[src/rtl/core/ptlsc_pkg.sv]
// ----------------------------------------------------------------------------
// ptlsc_pkg
// Shared types and codes for the pan/tilt limit scan controller.
// ----------------------------------------------------------------------------
package ptlsc_pkg;

  // Register file
  localparam int unsigned AddrWidth  = 4;
  localparam int unsigned DataWidth  = 32;

  localparam logic [AddrWidth-1:0] ADDR_PAN_SPEED    = 4'h0;
  localparam logic [AddrWidth-1:0] ADDR_TILT_SPEED   = 4'h4;
  localparam logic [AddrWidth-1:0] ADDR_CENTER_STEPS = 4'h8;

  localparam logic [7:0] PAN_SPEED_RESET    = 8'd1;
  localparam logic [7:0] TILT_SPEED_RESET   = 8'd8;
  localparam logic [7:0] CENTER_STEPS_RESET = 8'd40;

  // Run modes
  localparam logic [2:0] MODE_STOP      = 3'd0;
  localparam logic [2:0] MODE_MANUAL    = 3'd1;
  localparam logic [2:0] MODE_PAN_SCAN  = 3'd2;
  localparam logic [2:0] MODE_TILT_SCAN = 3'd3;
  localparam logic [2:0] MODE_HOME_PAN  = 3'd4;
  localparam logic [2:0] MODE_HOME_TILT = 3'd5;
  localparam logic [2:0] MODE_CENTER    = 3'd6;

  // Commands
  localparam logic [2:0] CMD_HALT      = 3'd0;
  localparam logic [2:0] CMD_PAN_FWD   = 3'd1;
  localparam logic [2:0] CMD_PAN_REV   = 3'd2;
  localparam logic [2:0] CMD_TILT_FWD  = 3'd3;
  localparam logic [2:0] CMD_TILT_REV  = 3'd4;
  localparam logic [2:0] CMD_PAN_SCAN  = 3'd5;
  localparam logic [2:0] CMD_TILT_SCAN = 3'd6;

  // Item kinds
  localparam logic FUNC_TICK    = 1'b0;
  localparam logic FUNC_COMMAND = 1'b1;

  // Axes and directions
  localparam logic AXIS_PAN  = 1'b0;
  localparam logic AXIS_TILT = 1'b1;
  localparam logic DIR_FWD   = 1'b0;
  localparam logic DIR_REV   = 1'b1;

  // Limit switch bit positions
  localparam int unsigned LIM_PAN_FWD  = 0;
  localparam int unsigned LIM_PAN_REV  = 1;
  localparam int unsigned LIM_TILT_REV = 2;
  localparam int unsigned LIM_TILT_FWD = 3;

  typedef struct packed {
    logic       func;
    logic [2:0] cmd;
    logic [3:0] limit_status;
  } item_t;

  typedef struct packed {
    logic       step_enable;
    logic       axis;
    logic       direction;
    logic [7:0] speed;
    logic [2:0] mode;
  } result_t;

  typedef struct packed {
    logic [7:0] pan_speed;
    logic [7:0] tilt_speed;
    logic [7:0] center_steps;
  } cfg_t;

endpackage

[src/rtl/core/ptlsc_cfg_regs.sv]
// ----------------------------------------------------------------------------
// ptlsc_cfg_regs
// APB-style register file: pan speed, tilt speed and centering step count.
// ----------------------------------------------------------------------------
module ptlsc_cfg_regs
  import ptlsc_pkg::*;
(
  input  logic                 clk,
  input  logic                 rst,
  input  logic                 psel,
  input  logic                 penable,
  input  logic                 pwrite,
  input  logic [AddrWidth-1:0] paddr,
  input  logic [DataWidth-1:0] pwdata,
  output logic [DataWidth-1:0] prdata,
  output logic                 pready,
  output cfg_t                 cfg
);

  logic wr_en;

  assign pready = 1'b1;
  assign wr_en  = psel && penable && pwrite;

  // Register writes
  always_ff @(posedge clk) begin
    if (rst) begin
      cfg.pan_speed    <= PAN_SPEED_RESET;
      cfg.tilt_speed   <= TILT_SPEED_RESET;
      cfg.center_steps <= CENTER_STEPS_RESET;
    end else if (wr_en) begin
      unique case (paddr)
        ADDR_PAN_SPEED:    cfg.pan_speed    <= pwdata[7:0];
        ADDR_TILT_SPEED:   cfg.tilt_speed   <= pwdata[7:0];
        ADDR_CENTER_STEPS: cfg.center_steps <= pwdata[7:0];
        default: ;
      endcase
    end
  end

  // Read mux
  always_comb begin
    prdata = '0;
    unique case (paddr)
      ADDR_PAN_SPEED:    prdata[7:0] = cfg.pan_speed;
      ADDR_TILT_SPEED:   prdata[7:0] = cfg.tilt_speed;
      ADDR_CENTER_STEPS: prdata[7:0] = cfg.center_steps;
      default:           prdata = '0;
    endcase
  end

endmodule

[src/rtl/core/ptlsc_motion.sv]
// ----------------------------------------------------------------------------
// ptlsc_motion
// Motion state (mode, axis, direction, centering count) and the per-item
// decision logic that produces one step result.
// ----------------------------------------------------------------------------
module ptlsc_motion
  import ptlsc_pkg::*;
(
  input  logic    clk,
  input  logic    rst,
  input  logic    advance,
  input  item_t   item,
  input  cfg_t    cfg,
  output result_t result
);

  logic [2:0] run_mode, run_mode_next;
  logic       move_axis, move_axis_next;
  logic       move_direction, move_direction_next;
  logic [7:0] center_count, center_count_next;

  logic       step;
  logic       fwd_hit, rev_hit;
  logic       dir_bounced, turned;
  logic [7:0] center_dec;

  // Limit bits for the current axis
  assign fwd_hit = (move_axis == AXIS_TILT) ? item.limit_status[LIM_TILT_FWD]
                                            : item.limit_status[LIM_PAN_FWD];
  assign rev_hit = (move_axis == AXIS_TILT) ? item.limit_status[LIM_TILT_REV]
                                            : item.limit_status[LIM_PAN_REV];

  // Bounce: forward limit flips to reverse, then reverse limit flips back
  always_comb begin
    dir_bounced = move_direction;
    if (move_direction == DIR_FWD && fwd_hit) dir_bounced = DIR_REV;
    turned = (dir_bounced == DIR_REV) && rev_hit;
    if (turned) dir_bounced = DIR_FWD;
  end

  assign center_dec = center_count - 8'd1;

  // Next-state decision
  always_comb begin
    run_mode_next       = run_mode;
    move_axis_next      = move_axis;
    move_direction_next = move_direction;
    center_count_next   = center_count;
    step                = 1'b0;

    if (item.func == FUNC_COMMAND) begin
      unique case (item.cmd)
        CMD_HALT: run_mode_next = MODE_STOP;
        CMD_PAN_FWD: begin
          run_mode_next = MODE_MANUAL; move_axis_next = AXIS_PAN;
          move_direction_next = DIR_FWD;
        end
        CMD_PAN_REV: begin
          run_mode_next = MODE_MANUAL; move_axis_next = AXIS_PAN;
          move_direction_next = DIR_REV;
        end
        CMD_TILT_FWD: begin
          run_mode_next = MODE_MANUAL; move_axis_next = AXIS_TILT;
          move_direction_next = DIR_FWD;
        end
        CMD_TILT_REV: begin
          run_mode_next = MODE_MANUAL; move_axis_next = AXIS_TILT;
          move_direction_next = DIR_REV;
        end
        CMD_PAN_SCAN: begin
          run_mode_next = MODE_PAN_SCAN; move_axis_next = AXIS_PAN;
          move_direction_next = DIR_FWD;
        end
        CMD_TILT_SCAN: begin
          run_mode_next = MODE_TILT_SCAN; move_axis_next = AXIS_TILT;
          move_direction_next = DIR_FWD;
        end
        default: ;  // unknown command: no change
      endcase
    end else begin
      unique case (run_mode)
        MODE_STOP: ;
        MODE_MANUAL: begin
          // stop without stepping at the limit we are heading into
          if ((move_direction == DIR_REV) ? rev_hit : fwd_hit) begin
            run_mode_next = MODE_STOP;
          end else begin
            step = 1'b1;
          end
        end
        MODE_PAN_SCAN, MODE_TILT_SCAN: begin
          move_direction_next = dir_bounced;
          step                = 1'b1;
        end
        MODE_HOME_PAN: begin
          move_direction_next = dir_bounced;
          if (turned) begin
            run_mode_next       = MODE_HOME_TILT;
            move_axis_next      = AXIS_TILT;
            move_direction_next = DIR_FWD;
          end else begin
            step = 1'b1;
          end
        end
        MODE_HOME_TILT: begin
          move_direction_next = dir_bounced;
          if (turned) begin
            run_mode_next       = (cfg.center_steps == 8'd0) ? MODE_STOP : MODE_CENTER;
            move_axis_next      = AXIS_TILT;
            move_direction_next = DIR_FWD;
            center_count_next   = cfg.center_steps;
          end else begin
            step = 1'b1;
          end
        end
        MODE_CENTER: begin
          if (center_count == 8'd0) begin
            run_mode_next = MODE_STOP;
          end else begin
            step              = 1'b1;
            center_count_next = center_dec;
            if (center_dec == 8'd0) run_mode_next = MODE_STOP;
          end
        end
        default: run_mode_next = MODE_STOP;
      endcase
    end
  end

  // Result for this item
  always_comb begin
    result.step_enable = step;
    result.axis        = move_axis_next;
    result.direction   = move_direction_next;
    result.speed       = step ? ((move_axis_next == AXIS_TILT) ? cfg.tilt_speed
                                                                : cfg.pan_speed)
                              : 8'd0;
    result.mode        = run_mode_next;
  end

  // State registers, updated as each item moves on
  always_ff @(posedge clk) begin
    if (rst) begin
      run_mode       <= MODE_HOME_PAN;
      move_axis      <= AXIS_PAN;
      move_direction <= DIR_FWD;
      center_count   <= CENTER_STEPS_RESET;
    end else if (advance) begin
      run_mode       <= run_mode_next;
      move_axis      <= move_axis_next;
      move_direction <= move_direction_next;
      center_count   <= center_count_next;
    end
  end

endmodule

[src/rtl/core/pan_tilt_limit_scan_controller.sv]
// ----------------------------------------------------------------------------
// pan_tilt_limit_scan_controller
// Pan/tilt stepper controller with homing, manual moves and limit scanning.
// ----------------------------------------------------------------------------
// Takes one request (command or step tick) per clock while item_stall is low
// and returns one result per request. A request lands in an input register,
// is decided by the motion logic and written to the result register, which
// sets result_valid; sustained rate one request per cycle while result_stall
// is low. After reset the block homes pan, then tilt, then steps tilt to
// center; any defined command aborts that sequence. The user must write
// registers only while no request is in flight; the block does not check it.
module pan_tilt_limit_scan_controller
  import ptlsc_pkg::*;
(
  input  logic                 clk,
  input  logic                 rst,
  // request channel
  input  logic                 item_valid,
  output logic                 item_stall,
  input  item_t                item,
  // result channel
  output logic                 result_valid,
  input  logic                 result_stall,
  output result_t              result,
  // configuration port
  input  logic                 psel,
  input  logic                 penable,
  input  logic                 pwrite,
  input  logic [AddrWidth-1:0] paddr,
  input  logic [DataWidth-1:0] pwdata,
  output logic [DataWidth-1:0] prdata,
  output logic                 pready
);

  cfg_t    cfg;
  item_t   item_q;
  logic    item_q_valid;
  result_t result_next;
  logic    load_result;
  logic    accept;

  ptlsc_cfg_regs u_cfg (
    .clk     (clk),
    .rst     (rst),
    .psel    (psel),
    .penable (penable),
    .pwrite  (pwrite),
    .paddr   (paddr),
    .pwdata  (pwdata),
    .prdata  (prdata),
    .pready  (pready),
    .cfg     (cfg)
  );

  ptlsc_motion u_motion (
    .clk     (clk),
    .rst     (rst),
    .advance (load_result),
    .item    (item_q),
    .cfg     (cfg),
    .result  (result_next)
  );

  // Pipeline flow control
  assign load_result = item_q_valid && (!result_valid || !result_stall);
  assign item_stall  = item_q_valid && !load_result;
  assign accept      = item_valid && !item_stall;

  // Input register
  always_ff @(posedge clk) begin
    if (rst) begin
      item_q_valid <= 1'b0;
    end else if (!item_stall) begin
      item_q_valid <= item_valid;
    end
  end

  always_ff @(posedge clk) begin
    if (accept) item_q <= item;
  end

  // Result register
  always_ff @(posedge clk) begin
    if (rst) begin
      result_valid <= 1'b0;
    end else if (load_result) begin
      result_valid <= 1'b1;
    end else if (!result_stall) begin
      result_valid <= 1'b0;
    end
  end

  always_ff @(posedge clk) begin
    if (load_result) result <= result_next;
  end

endmodule
[config.mk]
export PLATFORM = sky130hd
export DESIGN_NAME = pan_tilt_limit_scan_controller
export DESIGN_NICKNAME = d
export VERILOG_FILES = /design/src/rtl/core/ptlsc_pkg.sv /design/src/rtl/core/ptlsc_cfg_regs.sv /design/src/rtl/core/ptlsc_motion.sv /design/src/rtl/core/pan_tilt_limit_scan_controller.sv
export SDC_FILE = /design/constraint.sdc
export NUM_CORES = 1
export LEC_CHECK = 0
export ABC_AREA = 1
export BUFFER_PORTS_ARGS = -buffer_cell sky130_fd_sc_hd__buf_2
export CORE_AREA = 5 5 88 90
export CTS_BUF_LIST = sky130_fd_sc_hd__clkbuf_8
export DETAILED_ROUTE_END_ITERATION = 16
export DIE_AREA = 0 0 93 95
export PLACE_DENSITY = 0.85
export SETUP_SLACK_MARGIN = 0.3
export SYNTH_ARGS = -nofsm -noshare
export SYNTH_HDL_FRONTEND = slang
export SYNTH_SLANG_ARGS = --single-unit
[constraint.sdc]
create_clock -name clk -period 2 [get_ports clk]
set_clock_uncertainty 0.2 [all_clocks]
set_input_delay 0.2 -clock clk [delete_from_list [all_inputs] [get_ports clk]]
set_output_delay 0.2 -clock clk [all_outputs]
set_load 0.03 [all_outputs]
* Word-level counts from Yosys, hierarchy flattened
Cells that the tools add are included.
W data, S select, Z words.
** Storage, ports and cells
- Flip-flop bits (word level) :: 61
- Bits of input ports :: 51
- Output and inout port bits :: 49
- Word-level logic and storage cells :: 102
** Operators by class
- $add $sub $neg :: 1
- Eq/ne operators :: 17
- Mux-type cells :: 34
- Bitwise operators :: 2
- Reductions and logical operators :: 31
** Operator list (count)
- $logic_not A8 Y1 :: 3
- $mux W8 :: 3
- $pmux W8 S3 :: 1
- $mux W3 :: 7
- $eq A3 B3 Y1 const B :: 6
- $mux W1 :: 16
- $pmux W8 S2 :: 1
- $pmux W3 S5 :: 1
- $eq A3 B2 Y1 const B :: 4
- $pmux W3 S4 :: 1
- $reduce_or A3 Y1 :: 3
- $reduce_or A4 Y1 :: 2
- $sub A8 B1 Y8 const B :: 1
- $logic_and A1 B1 Y1 :: 7
- $eq A3 B1 Y1 const B :: 2
- $logic_not A3 Y1 :: 2
- $pmux W1 S2 :: 3
- $reduce_and A2 Y1 :: 3
- $reduce_or A2 Y1 :: 3
- $reduce_and A5 Y1 :: 1
- $eq A4 B3 Y1 const B :: 1
- $eq A4 B4 Y1 const B :: 1
- $logic_not A1 Y1 :: 4
- $logic_not A4 Y1 :: 1
- 6 further kinds :: 8

* Depth between registers and ports, before layout
Gate-level depths: netlist of run 1.
- Depth after elaboration :: 8
- Depth in mapped cells :: 13
- Gate-level depth less buffers :: 13

* Cells and area by module
A second synthesis of run 1 with hierarchy kept.
** Second synthesis, totals
- Cell total of the unflattened synthesis :: 467
- Area, all modules :: 3465.8 um^2
** Modules (own cells, without submodules)
- ptlsc_cfg_regs :: instances 1, cells each 217, area an instance 1448.9 um^2
- ptlsc_motion :: instances 1, cells each 216, area an instance 1265.0 um^2
- pan_tilt_limit_scan_controller :: instances 1, cells each 34, area an instance 752.0 um^2

* Least setup slack after synthesis of run 1
OpenSTA, ideal clock, no wires.
- Path kind :: register to register
- From :: reg result_valid
- To :: reg u_motion.move_direction
- Data arrival time :: 1.928 ns
- Data required time :: 1.684 ns
- Path slack :: -0.244 ns
- Stages on the path, launching flop included :: 7
- Buffers on the path :: 0
- Clock period less this slack :: 2.244 ns
- Cell sequence :: dfxtp_1 nand2_1 inv_1 nor2_1 inv_1 o21ai_0 inv_1
** On the way
- Cells in the longest elaborated chain, start to end :: 3
** RTL lines
- from (decl) :: line pan_tilt_limit_scan_controller.sv:22 : output logic result_valid,
- from (signal assigned) :: line pan_tilt_limit_scan_controller.sv:85 : result_valid <= 1'b0;
- from (signal assigned) :: line pan_tilt_limit_scan_controller.sv:87 : result_valid <= 1'b1;
- from (signal assigned) :: line pan_tilt_limit_scan_controller.sv:89 : result_valid <= 1'b0;
- $logic_not A1 Y1 :: line pan_tilt_limit_scan_controller.sv:65 : assign load_result = item_q_valid && (!result_valid || !result_stall);
- $logic_or A1 B1 Y1 :: line pan_tilt_limit_scan_controller.sv:65
- $logic_and A1 B1 Y1 :: line pan_tilt_limit_scan_controller.sv:65
- net load_result :: line pan_tilt_limit_scan_controller.sv:39 : logic load_result;
- to (signal assigned) :: line ptlsc_motion.sv:151 : move_direction <= move_direction_next;
- to (decl) :: line ptlsc_motion.sv:19 : logic move_direction, move_direction_next;
The timed path passes the listed nets, and every way through them passes these cells.
A chain may end at the register's enable or synchronous reset.

==> results of run 1 <==
## routing by layer
| layer | wire length [um] | up-vias | track usage (%) | part of all wire (%) |
|---|---|---|---|---|
| li1 | - | 1553 | - | - |
| met1 | 3950 | 1709 | 26.1 | 32 |
| met2 | 5930 | 357 | 42.3 | 48 |
| met3 | 1480 | 127 | 6.53 | 12 |
| met4 | 943 | 0 | 11.0 | 7.7 |
| met5 | 0 | - | 0 | 0 |
## kinds of logic (layout without fill, tap and decap cells)
group	Yosys count	count (layout)	synth area share (%)
simple gates	159	162	21.6
flops	61	61	45.1
buf+inv	83	185	13.1
other cells	2	25	0.235
xor+xnor	1	1	0.274
compound gates	92	92	18.4
fa+ha+maj	3	3	1.18
## path summary, 6_finish.rpt
| kind | slack, ns | end | startpoint | cells past startpoint |
|---|---|---|---|---|
| setup / recovery | -0.04 | result[12] | item_q[5] | 9 |
| hold / removal | 0.04 | result_valid | result_stall | 3 |
| setup reg to reg | -0.04 | result[12] | item_q[5] | 9 |
| hold reg to reg | 0.29 | u_cfg.cfg[11] | u_cfg.cfg[11] | 2 |
## placed cells by master, fill, tap and decap left out, types with 8 or more instances in the layout
cell | synthesis | final
conb_1 | 2 | 25
nor2_4 | 0 | 8
nand3_2 | 1 | 8
dfxtp_1 | 39 | 31
dlygate4sd3_1 | 0 | 19
nand2_4 | 0 | 11
nand2_1 | 63 | 48
clkbuf_8 | 0 | 11
inv_1 | 46 | 39
nand3_1 | 23 | 14
nand2_2 | 3 | 9
buf_4 | 25 | 43
inv_2 | 3 | 8
a211oi_2 | 8 | 9
o211ai_1 | 9 | 9
buf_2 | 1 | 44
a21oi_1 | 23 | 18
o21ai_0 | 36 | 28
edfxtp_1 | 22 | 22
nor2_1 | 56 | 41
## per-stage QoR
stage / cell area, sq um / std cells
global placement: 3520 / 535
floorplan: 3310 / 424
CTS: 4270 / 596
finish: 4640 / 611
detailed placement: 3520 / 535
global route: 4640 / 611
## registers in the layout (all words and copies together) (netlist names)
signal and cells:
item_q 8, u_motion.center_count 8, item_q_valid 1, u_motion.move_axis 1
u_motion.move_direction 1, result_valid 1, u_cfg.cfg 24, result 14
u_motion.run_mode 3
## critical path, cell delays in order (launching register included)
cell       delay [ns]
edfxtp_1         0.51
inv_1            0.13
nand2_1          0.11
o211ai_1         0.13
o2111ai_2        0.17
buf_4            0.20
nand2_4          0.10
buf_16           0.12
buf_4            0.11
inv_2            0.02
## cell type report
cell class / count / area [sq um] / share of cell area (%)
inverter: 52 / 213 / 4.59
tap: 82 / 103 / 2.21
timing repair inverter: 1 / 6.26 / 0.135
multi-input combinational: 283 / 1810 / 39.0
timing repair buffer: 116 / 867 / 18.7
clock inverter: 5 / 27.5 / 0.594
sequential: 61 / 1460 / 31.5
clock buffer: 11 / 151 / 3.26
## power breakdown
group / total [mW] / internal, mW / leakage (nW) / switching [mW]
registers: 1.38 / 1.34 / 0.534 / 0.0385
clock network: 1.04 / 0.509 / 0.102 / 0.529
logic: 0.787 / 0.293 / 1.43 / 0.495
total: 3.20 / 2.14 / 2.06 / 1.06
## timing repair
action	CTS	global route
pin swaps	26	23
endpoints found under the setup margin	20	45
gates cloned	5	0
gates resized for setup	50	82
hold buffers	19	0
hold endpoints to repair	34	0
setup buffers	21	15
==> flow_metrics.py, run 1 <==
metrics = {
    "run_status": {
        "outcome": "finished with violations",
        "violations": "setup timing",
    },
    "floorplanning": {
        "die_w_um": 93,
        "start_util_pct": 45.8,
        "core_sq_mm": 0.00698,
        "rows": 31,
        "die_y_um": 95,
        "dieArea_sq_mm": 0.00884,
        "io_pins": 100,
    },
    "power": {
        "power_density_mw_per_mm2": 691,
        "power_mw": 3.20,
        "power_leakage_nw": 2.06,
        "ir_drop_v": 0.000554,
    },
    "sta": {
        "setup_viol_count_final": 2,
        "fin_crit_sh_pct": 102,
        "max_freq_mhz": 491,
        "fin_ws_ns": -0.0386,
        "hold_slack_ns": 0.0391,
        "min_period_ns": 2.04,
        "finalMaxSlewViolations": 0,
        "timing_hold_violations_final": 0,
        "rsz0062_at_grt": "true",
        "tns_ns": -0.0431,
    },
    "placed_design": {
        "hpwl_um": 5460,
        "pre_cts_slack_ns": 0.0117,
        "gp_congestion": 0.953,
        "port_buffers": 50,
    },
    "cts": {
        "cts_tree": "done",
        "clk_path_buf_depth": 2,
        "clock-root-buffer": "clkbuf_8",
        "cts.clk_slew.worst_paths_ns": 0.07,
        "clock_latency_ns": 0.36,
        "h-tree-depth": 3,
        "cts_buffers": 9,
        "clock-sinks": 61,
    },
    "routing": {
        "drt_first_pass_iters": 5,
        "vias": 3746,
        "wl_per_cell_um": 20.1,
        "drcViolationCount": 0,
        "routed_wl_um": 12300,
        "vias_per_cell": 6.13,
        "drtAntennaViolNets": 0,
        "drt-initial-drc-count": 553,
    },
    "critical_path": {
        "critPathKind": "flop to flop",
        "end_kind": "flop",
        "crit_arrival_ns": 1.96,
        "required_ns": 1.92,
        "worstSetupStartpointType": "flop",
        "cp_max_fo": 5,
    },
    "synth": {
        "synth_area_sq_mm": 0.00319,
        "yosys-top-cells-count": "63 x nand2_1, 56 x nor2_1, 46 x inv_1, 39 x dfxtp_1, 36 x o21ai_0",
        "synthArstFlopShare_pct": 0,
        "synth.avg_cell_area_sq_um": 7.97,
        "synth_edf_count": 22,
        "syn_inst": 401,
        "synth_ff_type": "dfxtp_1",
        "ys_ff_latch": 61,
        "synth.most_common_cell": "nand2_1",
        "yosys.cell_types.count": 37,
        "synth_top_cell_by_area": "dfxtp_1",
        "synth.area.top_cells": "dfxtp_1 24%, edfxtp_1 21%, nand2_1 7.4%, nor2_1 6.6%, buf_4 5.9%",
        "yosysTopAreaCellShare_pct": 24.4,
        "ys_seq_area_share_pct": 45.1,
        "yosys_warnings": 0,
    },
    "grt": {
        "grt_pass1_vias": 3302,
        "antenna_found_initial": 0,
        "track_usage_pct": 23.7,
        "grt_max_degree": 29,
        "gr-total-overflow": 0,
        "grt_pass1_wl_um": 16300,
    },
    "finish": {
        "area_growth_pct": 45.2,
        "drive_gt1_share_pct": 40.3,
        "fill_cells": 465,
        "antenna_cells": 0,
        "final_util_pct": 66.4,
        "nNetsFinal": 578,
    },
    "min_path": {
        "hp-class": "input pin to flop",
    },
    "job": {
        "cap_viol_max_count": 0,
    },
}
No activity file was read; power rests on OpenSTA's default activity.
==> run 2: changes to the inputs <==
Settings changed: CORE_AREA 5 5 88 90 to 5 5 91 93, DIE_AREA 0 0 93 95 to 0 0 96 98, SYNTH_HIERARCHICAL set to 1.
==> run 2 against run 1 <==
The run now ends clean; critical path depth did not move; flip-flop and latch count unchanged; hold slack got worse by 0.017 ns; sequential share of layout area up 0.49 points; via count down 3.7%; final area decreased by 0.94%; cell count grew 9.5%; largest power group unchanged.
==> flow_metrics.py, run 2 <==
metrics = {
    "finish": {
        "reg.largest.list": "u_cfg/cfg (24), result (14)",
        "nNetsFinal": 615,
        "area_growth_pct": 32.5,
        "design_area_sq_mm": 0.00459,
        "final_util_pct": 61.7,
        "layout_commonest_cell": "nand2_1",
        "fill_cells": 625,
        "largest_reg_flops": 24,
        "top_register": "u_cfg/cfg",
        "stdcell_count": 669,
        "drive_gt1_share_pct": 32.9,
        "final_cell_mix": "94 x nand2_1, 56 x nor2_1, 49 x buf_2",
    },
    "sta": {
        "hold_slack_ns": 0.0222,
        "fin_ws_ns": 0.0871,
        "timing_hold_violations_final": 0,
        "min_period_ns": 1.91,
        "fin_crit_sh_pct": 95.6,
        "tns_ns": 0,
        "setup_viol_count_final": 0,
        "rsz0062_at_grt": "true",
        "finalMaxSlewViolations": 0,
        "max_freq_mhz": 523,
    },
    "power": {
        "power_mw": 3.32,
        "ir_drop_v": 0.000524,
        "power_leakage_nw": 2.06,
        "power_density_mw_per_mm2": 722,
    },
    "grt": {
        "grt_max_degree": 25,
        "grt_pass1_vias": 3313,
        "antenna_found_initial": 0,
        "gr-total-overflow": 0,
        "track_usage_pct": 20.3,
        "grt_pass1_wl_um": 15200,
    },
    "synth": {
        "syn_inst": 467,
        "synth_area_sq_mm": 0.00347,
        "synth.area.top_cells": "dfxtp_1 23%, edfxtp_1 19%, nand2_1 12%, nand3_1 7.4%, nor2_1 6.6%",
        "ys_ff_latch": 61,
        "synthArstFlopShare_pct": 0,
        "synth_top_cell_by_area": "dfxtp_1",
        "ys_seq_area_share_pct": 41.6,
        "synth.avg_cell_area_sq_um": 7.42,
        "synth_edf_count": 22,
        "synth_ff_type": "dfxtp_1",
        "yosys.cell_types.count": 36,
        "yosys_warnings": 6,
        "yosysTopAreaCellShare_pct": 22.5,
        "yosys-top-cells-count": "110 x nand2_1, 61 x nor2_1, 51 x nand3_1, 42 x inv_1, 39 x dfxtp_1",
        "synth.most_common_cell": "nand2_1",
    },
    "floorplanning": {
        "io_pins": 100,
        "die_y_um": 98,
        "start_util_pct": 46.5,
        "die_w_um": 96,
        "rows": 32,
        "core_sq_mm": 0.00745,
        "dieArea_sq_mm": 0.00941,
    },
    "placed_design": {
        "gp_congestion": 0.943,
        "pre_cts_slack_ns": 0.0650,
        "dp_cells": 608,
        "hpwl_um": 5860,
        "port_buffers": 50,
        "detailed_place.area_sq_mm": 0.00371,
    },
    "critical_path": {
        "end_kind": "flop",
        "worst_path_max_delay_cell": "dfxtp_2",
        "required_ns": 1.90,
        "cp_slowest_stage_delay_ns": 0.34,
        "crit_arrival_ns": 1.81,
        "critPathKind": "flop to flop",
        "worstSetupStartpointType": "flop",
        "crit_path_cell_trace": "inv_2 > nand3_2 > nand2_2 > nand2_1 > nand3_2 > nand2_4 > buf_6 > nand2_1 > a21oi_2",
        "cp_max_fo": 6,
    },
    "job": {
        "cap_viol_max_count": 0,
    },
    "run_status": {
        "outcome": "finished, final reports clean",
    },
    "routing": {
        "wl_met3_um": 1070,
        "vias_per_cell": 5.39,
        "top_layer_used": "met4",
        "routed_wl_um": 10500,
        "wl_met1_um": 3720,
        "wl_per_cell_um": 15.7,
        "drt_first_pass_iters": 5,
        "drcViolationCount": 0,
        "route.met2.wl_um": 5300,
        "drt-initial-drc-count": 289,
        "drtAntennaViolNets": 0,
        "vias": 3607,
    },
    "cts": {
        "clock_latency_ns": 0.35,
        "clock-sinks": 61,
        "cts_tree": "done",
        "h-tree-depth": 3,
        "cts.clk_slew.worst_paths_ns": 0.08,
        "clock-root-buffer": "clkbuf_8",
        "clk_path_buf_depth": 2,
        "cts_buffers": 9,
    },
    "min_path": {
        "hp-class": "input pin to flop",
    },
}
[run 2: cell count changes in the layout (fill, tap and decap cells not counted), sizes merged, moves of 3 or more]
cell         delta
a211oi          -9
nand3          +31
dlygate4sd3     -4
nor2           +14
o21ai          -18
o221ai          -4
inv             -3
bufinv          +3
nor3            -4
buf            -18
clkbuf          -3
nand4           +9
nand2          +50
o211ai          -5
[run 2: kinds of logic (layout without fill, tap and decap cells)]
group | Yosys count | after routing | share of synthesized area (%)
other cells | 2 | 26 | 0.217
flops | 61 | 61 | 41.6
buf+inv | 87 | 161 | 13.5
compound gates | 54 | 54 | 8.77
xor+xnor | 1 | 1 | 0.253
fa+ha+maj | 3 | 3 | 1.08
simple gates | 259 | 261 | 34.6
[run 2: report_power, final]
group / internal (mW) / total, mW / leakage [nW] / switching [mW]
sequential: 1.33 / 1.37 / 0.537 / 0.0394
combinational: 0.208 / 0.630 / 1.40 / 0.422
clock: 0.813 / 1.32 / 0.123 / 0.502
[run 2: critical path, delay by kind of cell, from the launching register on]
family / cells / cell delay [ns]
AO/OA/AOI/OAI: 1 / 0.07
buffers and inverters: 2 / 0.28
flip-flops: 1 / 0.34
AND/OR/NAND/NOR: 6 / 0.77
[run 2: layer usage]
| layer | vias to the layer above | GRT usage, % |
|---|---|---|
| met3 | 52 | 3.31 |
| met1 | 1622 | 25.6 |
| li1 | 1665 | - |
| met4 | 0 | 10.2 |
| met5 | - | 0 |
| met2 | 268 | 33.2 |
[run 2: timing repair]
action / in CTS / in global routing
hold endpoints to repair: 15 / 0
pin swaps: 8 / 24
setup endpoints to repair: 26 / 36
setup buffers: 8 / 17
gates cloned: 3 / 0
hold buffers: 16 / 0
gates resized for setup: 39 / 39
[run 2: worst paths after layout]
path / start / end / slack, ns / depth (start not counted)
min reg2reg: u_cfg/cfg[15] / u_cfg/cfg[15] / 0.32 / 2
max: u_motion/run_mode[1] / result[8] / 0.09 / 9
min: pwdata[4] / u_cfg/cfg[4] / 0.02 / 5
max reg2reg: u_motion/run_mode[1] / result[8] / 0.09 / 9
[run 2: area by class of cell]
cell class | count | area (sq um) | area share [%]
Inverter | 50 | 208 | 4.52
Multi-Input combinational cell | 344 | 1870 | 40.7
Clock buffer | 9 | 124 | 2.70
Timing Repair Buffer | 94 | 678 | 14.8
Clock inverter | 7 | 106 | 2.32
Antenna cell | 1 | 2.50 | 0.0545
Timing Repair inverter | 1 | 8.76 | 0.191
Tap cell | 102 | 128 | 2.78
Sequential cell | 61 | 1470 | 32.0
